--- src/sv/oadsr_pkg.sv ---
package oadsr_pkg;

    localparam int SINE_TABLE_DEPTH = 1024;
    localparam int PHASE_BITS       = 24;
    localparam int SINE_IDX_BITS    = $clog2(SINE_TABLE_DEPTH);

    localparam int ENV_W      = 16;
    localparam int SMP_W      = 16;
    localparam int RATE_W     = 24;
    localparam int STEP_W     = 23;
    localparam int PROG_FRAC  = 24;
    localparam int PROG_W     = PROG_FRAC + 1;
    localparam int CFG_IDX_W  = 3;
    localparam int CFG_DATA_W = 24;

    localparam int MUL_A_W = 32;
    localparam int MUL_B_W = 25;
    localparam int MUL_P_W = MUL_A_W + MUL_B_W;

    localparam logic [PROG_W-1:0] PROG_ONE = PROG_W'(1) << PROG_FRAC;
    localparam logic [ENV_W-1:0]  ENV_FULL = '1;

    localparam logic [16:0] SIN_C0  = 17'd102944;
    localparam logic [16:0] SIN_C1  = 17'd42334;
    localparam logic [16:0] SIN_C2  = 17'd5223;
    localparam logic [16:0] SIN_C3  = 17'd307;
    localparam logic [16:0] SIN_AMP = 17'd32767;

    localparam logic [1:0] REQ_TICK     = 2'd0;
    localparam logic [1:0] REQ_NOTE_ON  = 2'd1;
    localparam logic [1:0] REQ_NOTE_OFF = 2'd2;

    localparam logic [2:0] WAVE_SINE   = 3'd0;
    localparam logic [2:0] WAVE_TRI    = 3'd1;
    localparam logic [2:0] WAVE_SQUARE = 3'd2;
    localparam logic [2:0] WAVE_SAW    = 3'd3;
    localparam logic [2:0] WAVE_PULSE  = 3'd4;

    localparam logic [CFG_IDX_W-1:0] CFG_WAVE    = 3'd0;
    localparam logic [CFG_IDX_W-1:0] CFG_PULSE   = 3'd1;
    localparam logic [CFG_IDX_W-1:0] CFG_VOLUME  = 3'd2;
    localparam logic [CFG_IDX_W-1:0] CFG_SUSTAIN = 3'd3;
    localparam logic [CFG_IDX_W-1:0] CFG_ATTACK  = 3'd4;
    localparam logic [CFG_IDX_W-1:0] CFG_DECAY   = 3'd5;
    localparam logic [CFG_IDX_W-1:0] CFG_RELEASE = 3'd6;

    typedef enum logic [2:0] {
        ENV_IDLE    = 3'd0,
        ENV_ATTACK  = 3'd1,
        ENV_DECAY   = 3'd2,
        ENV_SUSTAIN = 3'd3,
        ENV_RELEASE = 3'd4
    } t_env_stage;

    typedef enum logic [3:0] {
        ST_IDLE,
        ST_ENV,
        ST_SQ,
        ST_P1,
        ST_P2,
        ST_P3,
        ST_P4,
        ST_P5,
        ST_P6,
        ST_VOL,
        ST_GAIN,
        ST_SCALE,
        ST_ADV,
        ST_DONE
    } t_state;

    typedef struct packed {
        logic [MUL_A_W-1:0] a;
        logic [MUL_B_W-1:0] b;
    } t_mul_op;

endpackage

--- src/sv/oadsr_if.sv ---
interface oadsr_req_if import oadsr_pkg::*; ();
    logic              valid;
    logic              ready;
    logic [1:0]        req_type;
    logic [STEP_W-1:0] note_phase_step;

    modport source (output valid, output req_type, output note_phase_step, input ready);
    modport sink   (input valid, input req_type, input note_phase_step, output ready);
endinterface

interface oadsr_smp_if import oadsr_pkg::*; ();
    logic                    valid;
    logic                    ready;
    logic signed [SMP_W-1:0] sample_out;
    logic [ENV_W-1:0]        env_level;
    logic [2:0]              env_stage;

    modport source (output valid, output sample_out, output env_level, output env_stage,
                    input ready);
    modport sink   (input valid, input sample_out, input env_level, input env_stage,
                    output ready);
endinterface

interface oadsr_cfg_if import oadsr_pkg::*; ();
    logic                  valid;
    logic                  ready;
    logic [CFG_IDX_W-1:0]  index;
    logic [CFG_DATA_W-1:0] data;

    modport source (output valid, output index, output data, input ready);
    modport sink   (input valid, input index, input data, output ready);
endinterface

--- src/sv/oscillator_with_adsr_envelope.sv ---
// Phase-accumulator oscillator with an ADSR envelope.
// The request channel takes three kinds of beats: a sample tick, a note-on that
// carries the phase step, and a note-off. Only a tick produces a beat on the
// sample channel, carrying the signed sample, the envelope level applied to it
// and the envelope stage at that sample.
// All arithmetic runs through one registered multiplier under a small sequencer.
// A tick runs one sequence of steps with the triangle, square, saw and
// pulse waveforms and a longer one with the sine, whose seventh-order
// polynomial adds the steps P1 to P6. Note-on and note-off never leave idle.
// The request channel is ready only while the sequencer is idle.
// Finished samples wait in an output register, so the next request is taken
// while a sample is still pending; a tick that finishes while the previous
// sample has not been taken holds in its last step until the sink accepts it.
// The configuration channel is always ready and should be written only while
// no tick is in progress.
// Reset is synchronous and active low: it restores the register defaults,
// clears the phase and envelope and empties the output register.
module oscillator_with_adsr_envelope import oadsr_pkg::*; (
    input  logic        i_clk,
    input  logic        i_rst_n,
    oadsr_req_if.sink   i_req,
    oadsr_smp_if.source o_smp,
    oadsr_cfg_if.sink   i_cfg
);

    t_state r_state, n_state;

    logic [2:0]            r_wave_sel;
    logic [15:0]           r_pulse_width;
    logic [15:0]           r_volume;
    logic [ENV_W-1:0]      r_sustain;
    logic [RATE_W-1:0]     r_attack;
    logic [RATE_W-1:0]     r_decay;
    logic [RATE_W-1:0]     r_release;

    logic [PHASE_BITS-1:0] r_phase;
    logic [PHASE_BITS-1:0] r_step;
    t_env_stage            r_stage;
    logic [ENV_W-1:0]      r_env_value;
    logic [ENV_W-1:0]      r_rel_start;
    logic [PROG_W-1:0]     r_prog;

    logic [ENV_W-1:0]      r_env;
    logic [14:0]           r_t2;
    logic [15:0]           r_mag;
    logic                  r_neg;
    logic [SMP_W-1:0]      r_sample;

    logic                  r_out_valid;
    logic [SMP_W-1:0]      r_out_sample;
    logic [ENV_W-1:0]      r_out_env;
    t_env_stage            r_out_stage;

    t_mul_op               w_mul_op;
    t_mul_op               w_env_op;
    logic [MUL_P_W-1:0]    w_prod;
    logic [16:0]           w_sh14;
    logic [32:0]           w_rnd;
    logic [16:0]           w_amp;
    logic [15:0]           w_scaled;
    logic [ENV_W-1:0]      w_env_now;
    logic [ENV_W-1:0]      w_env_prod;

    logic [15:0]           w_p16;
    logic signed [17:0]    w_p18;
    logic [15:0]           w_u;
    logic [14:0]           w_t;
    logic signed [17:0]    w_wave;
    logic [15:0]           w_mag;

    logic [31:0]           w_step32;
    logic [PHASE_BITS-1:0] w_step;
    logic                  w_has_rate;
    logic [RATE_W-1:0]     w_rate;
    logic [PROG_W-1:0]     w_prog_sum;
    logic [PROG_W-1:0]     w_prog_next;
    logic                  w_out_free;

    oadsr_mul u_mul (
        .i_clk  (i_clk),
        .i_op   (w_mul_op),
        .o_prod (w_prod)
    );

    assign w_sh14     = w_prod[30:14];
    assign w_rnd      = 33'(w_prod[31:0]) + 33'd32768;
    assign w_amp      = w_rnd[32:16];
    assign w_scaled   = w_prod[47:32];
    assign w_env_prod = w_prod[PROG_FRAC +: ENV_W];

    assign w_p16 = r_phase[PHASE_BITS-1 -: 16];
    assign w_p18 = signed'({2'b00, w_p16});
    assign w_u   = 16'(r_phase[PHASE_BITS-1 -: SINE_IDX_BITS]) << (16 - SINE_IDX_BITS);
    assign w_t   = w_u[14] ? (15'd16384 - {1'b0, w_u[13:0]}) : {1'b0, w_u[13:0]};

    assign w_step32 = {1'b0, i_req.note_phase_step, 8'b0};
    assign w_step   = w_step32[31 -: PHASE_BITS];

    assign w_out_free = !r_out_valid || o_smp.ready;

    always_comb begin
        w_wave = '0;
        case (r_wave_sel)
            WAVE_TRI: begin
                if (!w_p16[15]) begin
                    w_wave = (w_p18 <<< 1) - 18'sd32768;
                end else begin
                    w_wave = 18'sd98304 - (w_p18 <<< 1);
                end
                if (w_wave > 18'sd32767) begin
                    w_wave = 18'sd32767;
                end
            end
            WAVE_SQUARE: w_wave = w_p16[15] ? -18'sd32767 : 18'sd32767;
            WAVE_SAW:    w_wave = w_p18 - 18'sd32768;
            WAVE_PULSE:  w_wave = (w_p16 < r_pulse_width) ? 18'sd32767 : -18'sd32767;
            default:     w_wave = '0;
        endcase
    end

    assign w_mag = w_wave[17] ? 16'(-w_wave) : 16'(w_wave);

    always_comb begin
        w_env_op = '0;
        case (r_stage)
            ENV_ATTACK: begin
                w_env_op.a = MUL_A_W'(ENV_FULL - r_env_value);
                w_env_op.b = MUL_B_W'(r_prog);
            end
            ENV_DECAY: begin
                w_env_op.a = MUL_A_W'(ENV_FULL - r_sustain);
                w_env_op.b = MUL_B_W'(r_prog);
            end
            ENV_RELEASE: begin
                w_env_op.a = MUL_A_W'(r_rel_start);
                w_env_op.b = MUL_B_W'(PROG_ONE - r_prog);
            end
            default: w_env_op = '0;
        endcase
    end

    always_comb begin
        case (r_stage)
            ENV_ATTACK:  w_env_now = r_env_value + w_env_prod;
            ENV_DECAY:   w_env_now = ENV_FULL - w_env_prod;
            ENV_SUSTAIN: w_env_now = r_sustain;
            ENV_RELEASE: w_env_now = w_env_prod;
            default:     w_env_now = '0;
        endcase
    end

    always_comb begin
        w_has_rate = 1'b1;
        case (r_stage)
            ENV_ATTACK:  w_rate = r_attack;
            ENV_DECAY:   w_rate = r_decay;
            ENV_RELEASE: w_rate = r_release;
            default: begin
                w_rate     = '0;
                w_has_rate = 1'b0;
            end
        endcase
        w_prog_sum = r_prog + PROG_W'(w_rate);
        if (w_rate == '0 || w_prog_sum > PROG_ONE) begin
            w_prog_next = PROG_ONE;
        end else begin
            w_prog_next = w_prog_sum;
        end
    end

    always_comb begin
        n_state = r_state;
        case (r_state)
            ST_IDLE: begin
                if (i_req.valid && i_req.req_type == REQ_TICK) begin
                    n_state = ST_ENV;
                end
            end
            ST_ENV:   n_state = ST_SQ;
            ST_SQ:    n_state = (r_wave_sel == WAVE_SINE) ? ST_P1 : ST_VOL;
            ST_P1:    n_state = ST_P2;
            ST_P2:    n_state = ST_P3;
            ST_P3:    n_state = ST_P4;
            ST_P4:    n_state = ST_P5;
            ST_P5:    n_state = ST_P6;
            ST_P6:    n_state = ST_VOL;
            ST_VOL:   n_state = ST_GAIN;
            ST_GAIN:  n_state = ST_SCALE;
            ST_SCALE: n_state = ST_ADV;
            ST_ADV:   n_state = ST_DONE;
            ST_DONE: begin
                if (w_out_free) begin
                    n_state = ST_IDLE;
                end
            end
            default:  n_state = ST_IDLE;
        endcase
    end

    always_comb begin
        i_req.ready = (r_state == ST_IDLE);
        w_mul_op    = w_env_op;
        case (r_state)
            ST_SQ: begin
                w_mul_op.a = MUL_A_W'(w_t);
                w_mul_op.b = MUL_B_W'(w_t);
            end
            ST_P1: begin
                w_mul_op.a = MUL_A_W'(w_sh14);
                w_mul_op.b = MUL_B_W'(SIN_C3);
            end
            ST_P2: begin
                w_mul_op.a = MUL_A_W'(r_t2);
                w_mul_op.b = MUL_B_W'(SIN_C2 - w_sh14);
            end
            ST_P3: begin
                w_mul_op.a = MUL_A_W'(r_t2);
                w_mul_op.b = MUL_B_W'(SIN_C1 - w_sh14);
            end
            ST_P4: begin
                w_mul_op.a = MUL_A_W'(w_t);
                w_mul_op.b = MUL_B_W'(SIN_C0 - w_sh14);
            end
            ST_P5: begin
                w_mul_op.a = MUL_A_W'(w_sh14);
                w_mul_op.b = MUL_B_W'(SIN_AMP);
            end
            ST_VOL: begin
                w_mul_op.a = MUL_A_W'(r_mag);
                w_mul_op.b = MUL_B_W'(r_volume);
            end
            ST_GAIN: begin
                w_mul_op.a = w_prod[MUL_A_W-1:0];
                w_mul_op.b = MUL_B_W'(r_env);
            end
            default: w_mul_op = w_env_op;
        endcase
    end

    assign i_cfg.ready      = 1'b1;
    assign o_smp.valid      = r_out_valid;
    assign o_smp.sample_out = signed'(r_out_sample);
    assign o_smp.env_level  = r_out_env;
    assign o_smp.env_stage  = r_out_stage;

    always_ff @(posedge i_clk) begin
        if (!i_rst_n) begin
            r_state       <= ST_IDLE;
            r_wave_sel    <= WAVE_SINE;
            r_pulse_width <= 16'd32768;
            r_volume      <= 16'd32768;
            r_sustain     <= 16'd45875;
            r_attack      <= 24'd1000;
            r_decay       <= 24'd1000;
            r_release     <= 24'd500;
            r_phase       <= '0;
            r_step        <= '0;
            r_stage       <= ENV_IDLE;
            r_env_value   <= '0;
            r_rel_start   <= '0;
            r_prog        <= '0;
            r_out_valid   <= 1'b0;
        end else begin
            r_state <= n_state;

            if (i_cfg.valid) begin
                case (i_cfg.index)
                    CFG_WAVE:    r_wave_sel    <= i_cfg.data[2:0];
                    CFG_PULSE:   r_pulse_width <= i_cfg.data[15:0];
                    CFG_VOLUME:  r_volume      <= i_cfg.data[15:0];
                    CFG_SUSTAIN: r_sustain     <= i_cfg.data[ENV_W-1:0];
                    CFG_ATTACK:  r_attack      <= i_cfg.data[RATE_W-1:0];
                    CFG_DECAY:   r_decay       <= i_cfg.data[RATE_W-1:0];
                    CFG_RELEASE: r_release     <= i_cfg.data[RATE_W-1:0];
                    default: ;
                endcase
            end

            if (r_state == ST_IDLE && i_req.valid) begin
                case (i_req.req_type)
                    REQ_NOTE_ON: begin
                        r_step  <= w_step;
                        r_stage <= ENV_ATTACK;
                        r_prog  <= '0;
                    end
                    REQ_NOTE_OFF: begin
                        if (r_stage != ENV_IDLE && r_stage != ENV_RELEASE) begin
                            r_rel_start <= r_env_value;
                            r_stage     <= ENV_RELEASE;
                            r_prog      <= '0;
                        end
                    end
                    default: ;
                endcase
            end

            if (r_state == ST_SCALE && w_has_rate) begin
                r_prog <= w_prog_next;
            end

            if (r_state == ST_DONE && w_out_free) begin
                r_phase <= r_phase + r_step;
                if (w_has_rate && r_prog[PROG_FRAC]) begin
                    r_prog <= '0;
                    case (r_stage)
                        ENV_ATTACK: begin
                            r_stage     <= ENV_DECAY;
                            r_env_value <= ENV_FULL;
                        end
                        ENV_DECAY: begin
                            r_stage     <= ENV_SUSTAIN;
                            r_env_value <= r_sustain;
                        end
                        default: begin
                            r_stage     <= ENV_IDLE;
                            r_env_value <= '0;
                        end
                    endcase
                end else begin
                    r_env_value <= w_env_now;
                end
            end

            if (r_state == ST_DONE && w_out_free) begin
                r_out_valid <= 1'b1;
            end else if (o_smp.ready) begin
                r_out_valid <= 1'b0;
            end
        end
    end

    always_ff @(posedge i_clk) begin
        case (r_state)
            ST_ENV: begin
                r_mag <= w_mag;
                r_neg <= w_wave[17];
            end
            ST_SQ: r_env <= w_env_now;
            ST_P1: r_t2 <= w_sh14[14:0];
            ST_P6: begin
                r_mag <= (w_amp > SIN_AMP) ? SIN_AMP[15:0] : w_amp[15:0];
                r_neg <= w_u[15];
            end
            ST_SCALE: r_sample <= r_neg ? (16'd0 - w_scaled) : w_scaled;
            ST_DONE: begin
                if (w_out_free) begin
                    r_out_sample <= r_sample;
                    r_out_env    <= r_env;
                    r_out_stage  <= r_stage;
                end
            end
            default: ;
        endcase
    end

endmodule

--- src/sv/oadsr_mul.sv ---
module oadsr_mul import oadsr_pkg::*; (
    input  logic               i_clk,
    input  t_mul_op            i_op,
    output logic [MUL_P_W-1:0] o_prod
);

    logic [MUL_P_W-1:0] r_prod;

    always_ff @(posedge i_clk) begin
        r_prod <= MUL_P_W'(i_op.a) * MUL_P_W'(i_op.b);
    end

    assign o_prod = r_prod;

endmodule

--- src/flat_wrapper.sv ---
// flat-port wrapper written by rule: the top's interface ports become plain ports
module oscillator_with_adsr_envelope_flat import oadsr_pkg::*;
  (i_clk, i_rst_n, i_req_valid, i_req_req_type, i_req_note_phase_step, i_req_ready, o_smp_valid, o_smp_sample_out, o_smp_env_level, o_smp_env_stage, o_smp_ready, i_cfg_valid, i_cfg_index, i_cfg_data, i_cfg_ready);
  oadsr_req_if i_req_i ();
  oadsr_smp_if o_smp_i ();
  oadsr_cfg_if i_cfg_i ();
  input  logic i_clk;
  input  logic i_rst_n;
  input wire logic [$bits(i_req_i.valid)-1:0] i_req_valid;
  input wire logic [$bits(i_req_i.req_type)-1:0] i_req_req_type;
  input wire logic [$bits(i_req_i.note_phase_step)-1:0] i_req_note_phase_step;
  output wire logic [$bits(i_req_i.ready)-1:0] i_req_ready;
  output wire logic [$bits(o_smp_i.valid)-1:0] o_smp_valid;
  output wire logic [$bits(o_smp_i.sample_out)-1:0] o_smp_sample_out;
  output wire logic [$bits(o_smp_i.env_level)-1:0] o_smp_env_level;
  output wire logic [$bits(o_smp_i.env_stage)-1:0] o_smp_env_stage;
  input wire logic [$bits(o_smp_i.ready)-1:0] o_smp_ready;
  input wire logic [$bits(i_cfg_i.valid)-1:0] i_cfg_valid;
  input wire logic [$bits(i_cfg_i.index)-1:0] i_cfg_index;
  input wire logic [$bits(i_cfg_i.data)-1:0] i_cfg_data;
  output wire logic [$bits(i_cfg_i.ready)-1:0] i_cfg_ready;
  assign i_req_i.valid = i_req_valid;
  assign i_req_i.req_type = i_req_req_type;
  assign i_req_i.note_phase_step = i_req_note_phase_step;
  assign i_req_ready = i_req_i.ready;
  assign o_smp_valid = o_smp_i.valid;
  assign o_smp_sample_out = o_smp_i.sample_out;
  assign o_smp_env_level = o_smp_i.env_level;
  assign o_smp_env_stage = o_smp_i.env_stage;
  assign o_smp_i.ready = o_smp_ready;
  assign i_cfg_i.valid = i_cfg_valid;
  assign i_cfg_i.index = i_cfg_index;
  assign i_cfg_i.data = i_cfg_data;
  assign i_cfg_ready = i_cfg_i.ready;
  oscillator_with_adsr_envelope u_core (.i_clk(i_clk), .i_rst_n(i_rst_n), .i_req(i_req_i), .o_smp(o_smp_i), .i_cfg(i_cfg_i));
endmodule
--- config.mk ---
export PLATFORM = sky130hd
export DESIGN_NAME = oscillator_with_adsr_envelope_flat
export DESIGN_NICKNAME = d
export VERILOG_FILES = /design/src/sv/oadsr_pkg.sv /design/src/sv/oadsr_if.sv /design/src/sv/oscillator_with_adsr_envelope.sv /design/src/sv/oadsr_mul.sv /design/src/flat_wrapper.sv
export SDC_FILE = /design/constraint.sdc
export NUM_CORES = 2
export LEC_CHECK = 0
export ABC_AREA = 1
export BUFFER_PORTS_ARGS = -buffer_cell sky130_fd_sc_hd__buf_4
export CORE_MARGIN = 1
export CORE_UTILIZATION = 30
export DETAILED_ROUTE_END_ITERATION = 7
export PLACE_DENSITY = 0.48
export SLEW_MARGIN = 30
export SYNTH_ARGS = -nofsm -noshare
export SYNTH_HDL_FRONTEND = slang
export SYNTH_SLANG_ARGS = --single-unit
--- constraint.sdc ---
create_clock -name i_clk -period 14.7 [get_ports i_clk]
set_input_delay 2.94 -clock i_clk [delete_from_list [all_inputs] [get_ports i_clk]]
set_output_delay 2.94 -clock i_clk [all_outputs]
set_load 0.03 [all_outputs]
==> results.tsv <==
stage	metric	value	unit
worst_hold_path	hold path depth	0	
clocking	CTS clock-pin slew for the worst setup and hold paths	0.06	ns
critical_path	crit path max-delay cell type	nand4_4	
critical_path	slowest stage delay, CP	0.63	ns
drt	DRT antenna net count	0	
critical_path	register-to-register setup slack	4.80	ns
clocking	maximum clock path buffer count	3	
yosys	FFs w/ async S/R, synth	0	%
yosys	mux cell area share after synthesis	0	%
timing	Slew HR	34.1	%
worst_hold_path	HP Start	u_core.r_sample[7]$_DFFE_PN_	
critical_path	critical path class	reg2reg	
grt	vias in the first global route	41213	
drt	post-DR vias/cell	5.00	
placed_design	HPWL after detailed placement	141000	microns
final_layout	fin nets	7171	
yosys	Synth Area in Simple Gates	22.6	%
yosys	largest family of logic cells by synthesized area	adder cells	
floorplanning	die area	156000	sq um
clocking	TritonCTS clock tree	yes	
worst_hold_path	Hold Crit Class	reg2reg	
clocking	Hold Buf Count CTS	0	
timing	Worst-Margin Slew	0.987	ns
drt	Detailed Routing Iterations Pass 1	5	
floorplanning	die width	395	microns
critical_path	critical path launch point type	register	
drt	final WL	179000	microns
floorplanning	starting density of the core	30.3	%
final_layout	Area Overhead vs Synth	10.2	%
yosys	Synth Area in Adders	34.8	%
critical_path	CP required	15.21	ns
outcome	status	finished, final reports clean	
critical_path	crit end category	register	
pwr	Peak VDD IR	0.000116	V
placed_design	RD Place Congestion	0.937	
yosys	Post-synth top cells	nand2_1 (1228), inv_1 (1170), nor2_1 (734)	
floorplanning	site row count	143	
timing	hold_ws	0.413	ns
critical_path	reg-to-reg endpoint	u_core.u_mul.o_prod[47]$_DFF_P_	
final_layout	number of fill cells	16382	
critical_path	worst reg-to-reg path cell count	32	
yosys	most common flop cell mapped by yosys	dfxtp_1	
drt	1st-iter DRT viols	3577	
clocking	Post-CTS Setup Bufs	0	
timing	RSZ-0062 raised after global routing	no	
yosys	Synth top area share	28.4	%
drt	Routed WL per cell	21.6	microns
yosys	post-synth top area cell	fa_1	
critical_path	launch point of the worst reg-to-reg path	u_core.r_state[0]$_SDFFE_PN0P_	
yosys	Yosys reg bits	382	
yosys	Mean Syn Cell Area	7.54	sq um
floorplanning	Placeable Area	153000	sq um
timing	Max Freq	0.101	GHz
timing	min cycle time layout	9.90	ns
pwr	Leak Pwr	0.0248	uW
yosys	count leader, synth	nand2_1	
grt	global-route wire length before repair	269000	microns
clocking	CTS root buffer	clkbuf_16	
yosys	post-synthesis compound-gate area fraction	9.76	%
timing	Setup-failing EPs final	0	
pwr	PwrDens	124	nW/um^2
drt	Vias	41423	
yosys	synthesized instance count	6142	
timing	post-route clock skew	0.0236	ns
grt	GRT overflow	0	
yosys	post-synthesis cell type count	68	
yosys	xor and xnor area share after synthesis	2.04	%
final_layout	layout cells sized above 1	5.68	%
grt	GRT Overall Usage	22.9	%
floorplanning	die height	395	microns
clocking	CTS buffer count	44	
yosys	EDFF count, synth	99	
floorplanning	I/O pin cnt	95	
grt	antenna violations before repair	6	
critical_path	arrival time worst endpoint	10.42	ns
timing	setup TNS	0	ns
timing	max-slew violation count	0	
clocking	Sink Count	382	
job	max cap viols	0	
critical_path	crit-path max FO	33	
yosys	Area contributors post-synth	fa_1 (28%), dfxtp_1 (12%), nand2_1 (10%), inv_1 (9.5%), edfxtp_1 (6.4%)	
clocking	Clock Latency Late Sink	0.60	ns
yosys	sequential share of the synthesized area	18.7	%
clocking	H-tree depth	2	
timing	period utilization	67.4	%
grt	largest net degree at the start of global routing	102	
yosys	synth warn	0	
drt	Post-route DRC	0	
worst_hold_path	WHS Endpoint	u_core.o_smp.sample_out[7]$_DFFE_PP_	
placed_design	PortBufs	93	
clocking	Resized cells post-CTS	0	
timing	Final Hold Fails	0	
yosys	Netlist Area Pre-Place	46300	sq um
## where the power goes
group,internal [uW],leakage [uW],switching [uW]
sequential,1210,0.00321,168
clock,681,0.000727,487
combinational,1160,0.0209,2600
## final cells by class
type,instances,area (sq um),share of cell area [%]
clock buffers,63,1240,2.44
repair buffers,164,1230,2.42
clock inverters,17,243,0.476
well taps,2030,2540,4.98
diodes,1,2.50,0.00491
multi-input cells,4414,32500,63.8
flip-flops and latches,382,8640,16.9
inverters,1215,4570,8.96
## worst max path at each step
stage,start,endpoint,slack [ns],cells past startpoint
after floorplan,u_core.r_state[2]$_SDFFE_PN0P_,u_core.u_mul.o_prod[40]$_DFF_P_,7.21,38
after global placement,u_core.r_state[0]$_SDFFE_PN0P_,u_core.u_mul.o_prod[47]$_DFF_P_,4.93,32
after detailed placement,u_core.r_state[2]$_SDFFE_PN0P_,u_core.u_mul.o_prod[47]$_DFF_P_,4.90,32
after CTS,u_core.r_state[2]$_SDFFE_PN0P_,u_core.u_mul.o_prod[47]$_DFF_P_,4.85,32
after global routing,u_core.r_state[1]$_SDFFE_PN0P_,u_core.u_mul.o_prod[47]$_DFF_P_,4.28,32
final,u_core.r_state[0]$_SDFFE_PN0P_,u_core.u_mul.o_prod[47]$_DFF_P_,4.80,32
## per-stage QoR
step / util, % / setup WS, ns / area [sq um] / std cells / total power (uW)
finish: 33.4 / 4.80 / 51000 / 8286 / 6310
global route: 33.4 / 4.28 / 51000 / 8285 / 6740
CTS: 33.4 / 4.85 / 51000 / 8285 / 6310
detailed placement: 32.4 / 4.90 / 49500 / 8205 / 5110
global placement: 32.4 / 4.93 / 49400 / 8205 / 5120
floorplan: - / 7.21 / 46700 / 6240 / 3690
## cells by family after synthesis
kind of cell,count (synthesis)
and+or+nand+nor,2521
xor gates and xnor gates,108
buffers and inverters,1444
other,2
adders and majority gates,893
DFF,382
AOI/OAI and AO/OA,792
## flip-flops by register name, summed over array words and instances (netlist names), 23 cells and up
name and count:
u_core.r_decay 24, u_core.r_prog 25, u_core.u_mul.o_prod 48, u_core.r_attack 24, u_core.r_step 23, u_core.r_release 24, u_core.r_phase 24
## worst max-delay path, delay by kind of cell (launching register included)
kind / cells / cell delay, ns
adder cells (fa/ha/maj): 8 / 4.11
AND/OR/NAND/NOR: 9 / 2.62
buffers and inverters: 9 / 1.56
AO/OA/AOI/OAI: 5 / 0.98
XOR/XNOR: 1 / 0.16
flip-flops: 1 / 0.36
## placed cells by master (no fill, tap or decap), types with 163 or more instances in the layout
cell type  count
a21oi_1      243
o21ai_0      344
buf_4        163
inv_1       1168
fa_1         656
dfxtp_1      283
nand3_1      369
ha_1         237
nand2_1     1225
nor2_1       720
## routing by layer
metal  part of all wire, %  track usage (%)
met1                    45             32.6
met2                    45             36.2
met3                   6.4             2.57
met4                   3.2             6.75
met5                     0                0
No activity file was read; power rests on OpenSTA's default activity.
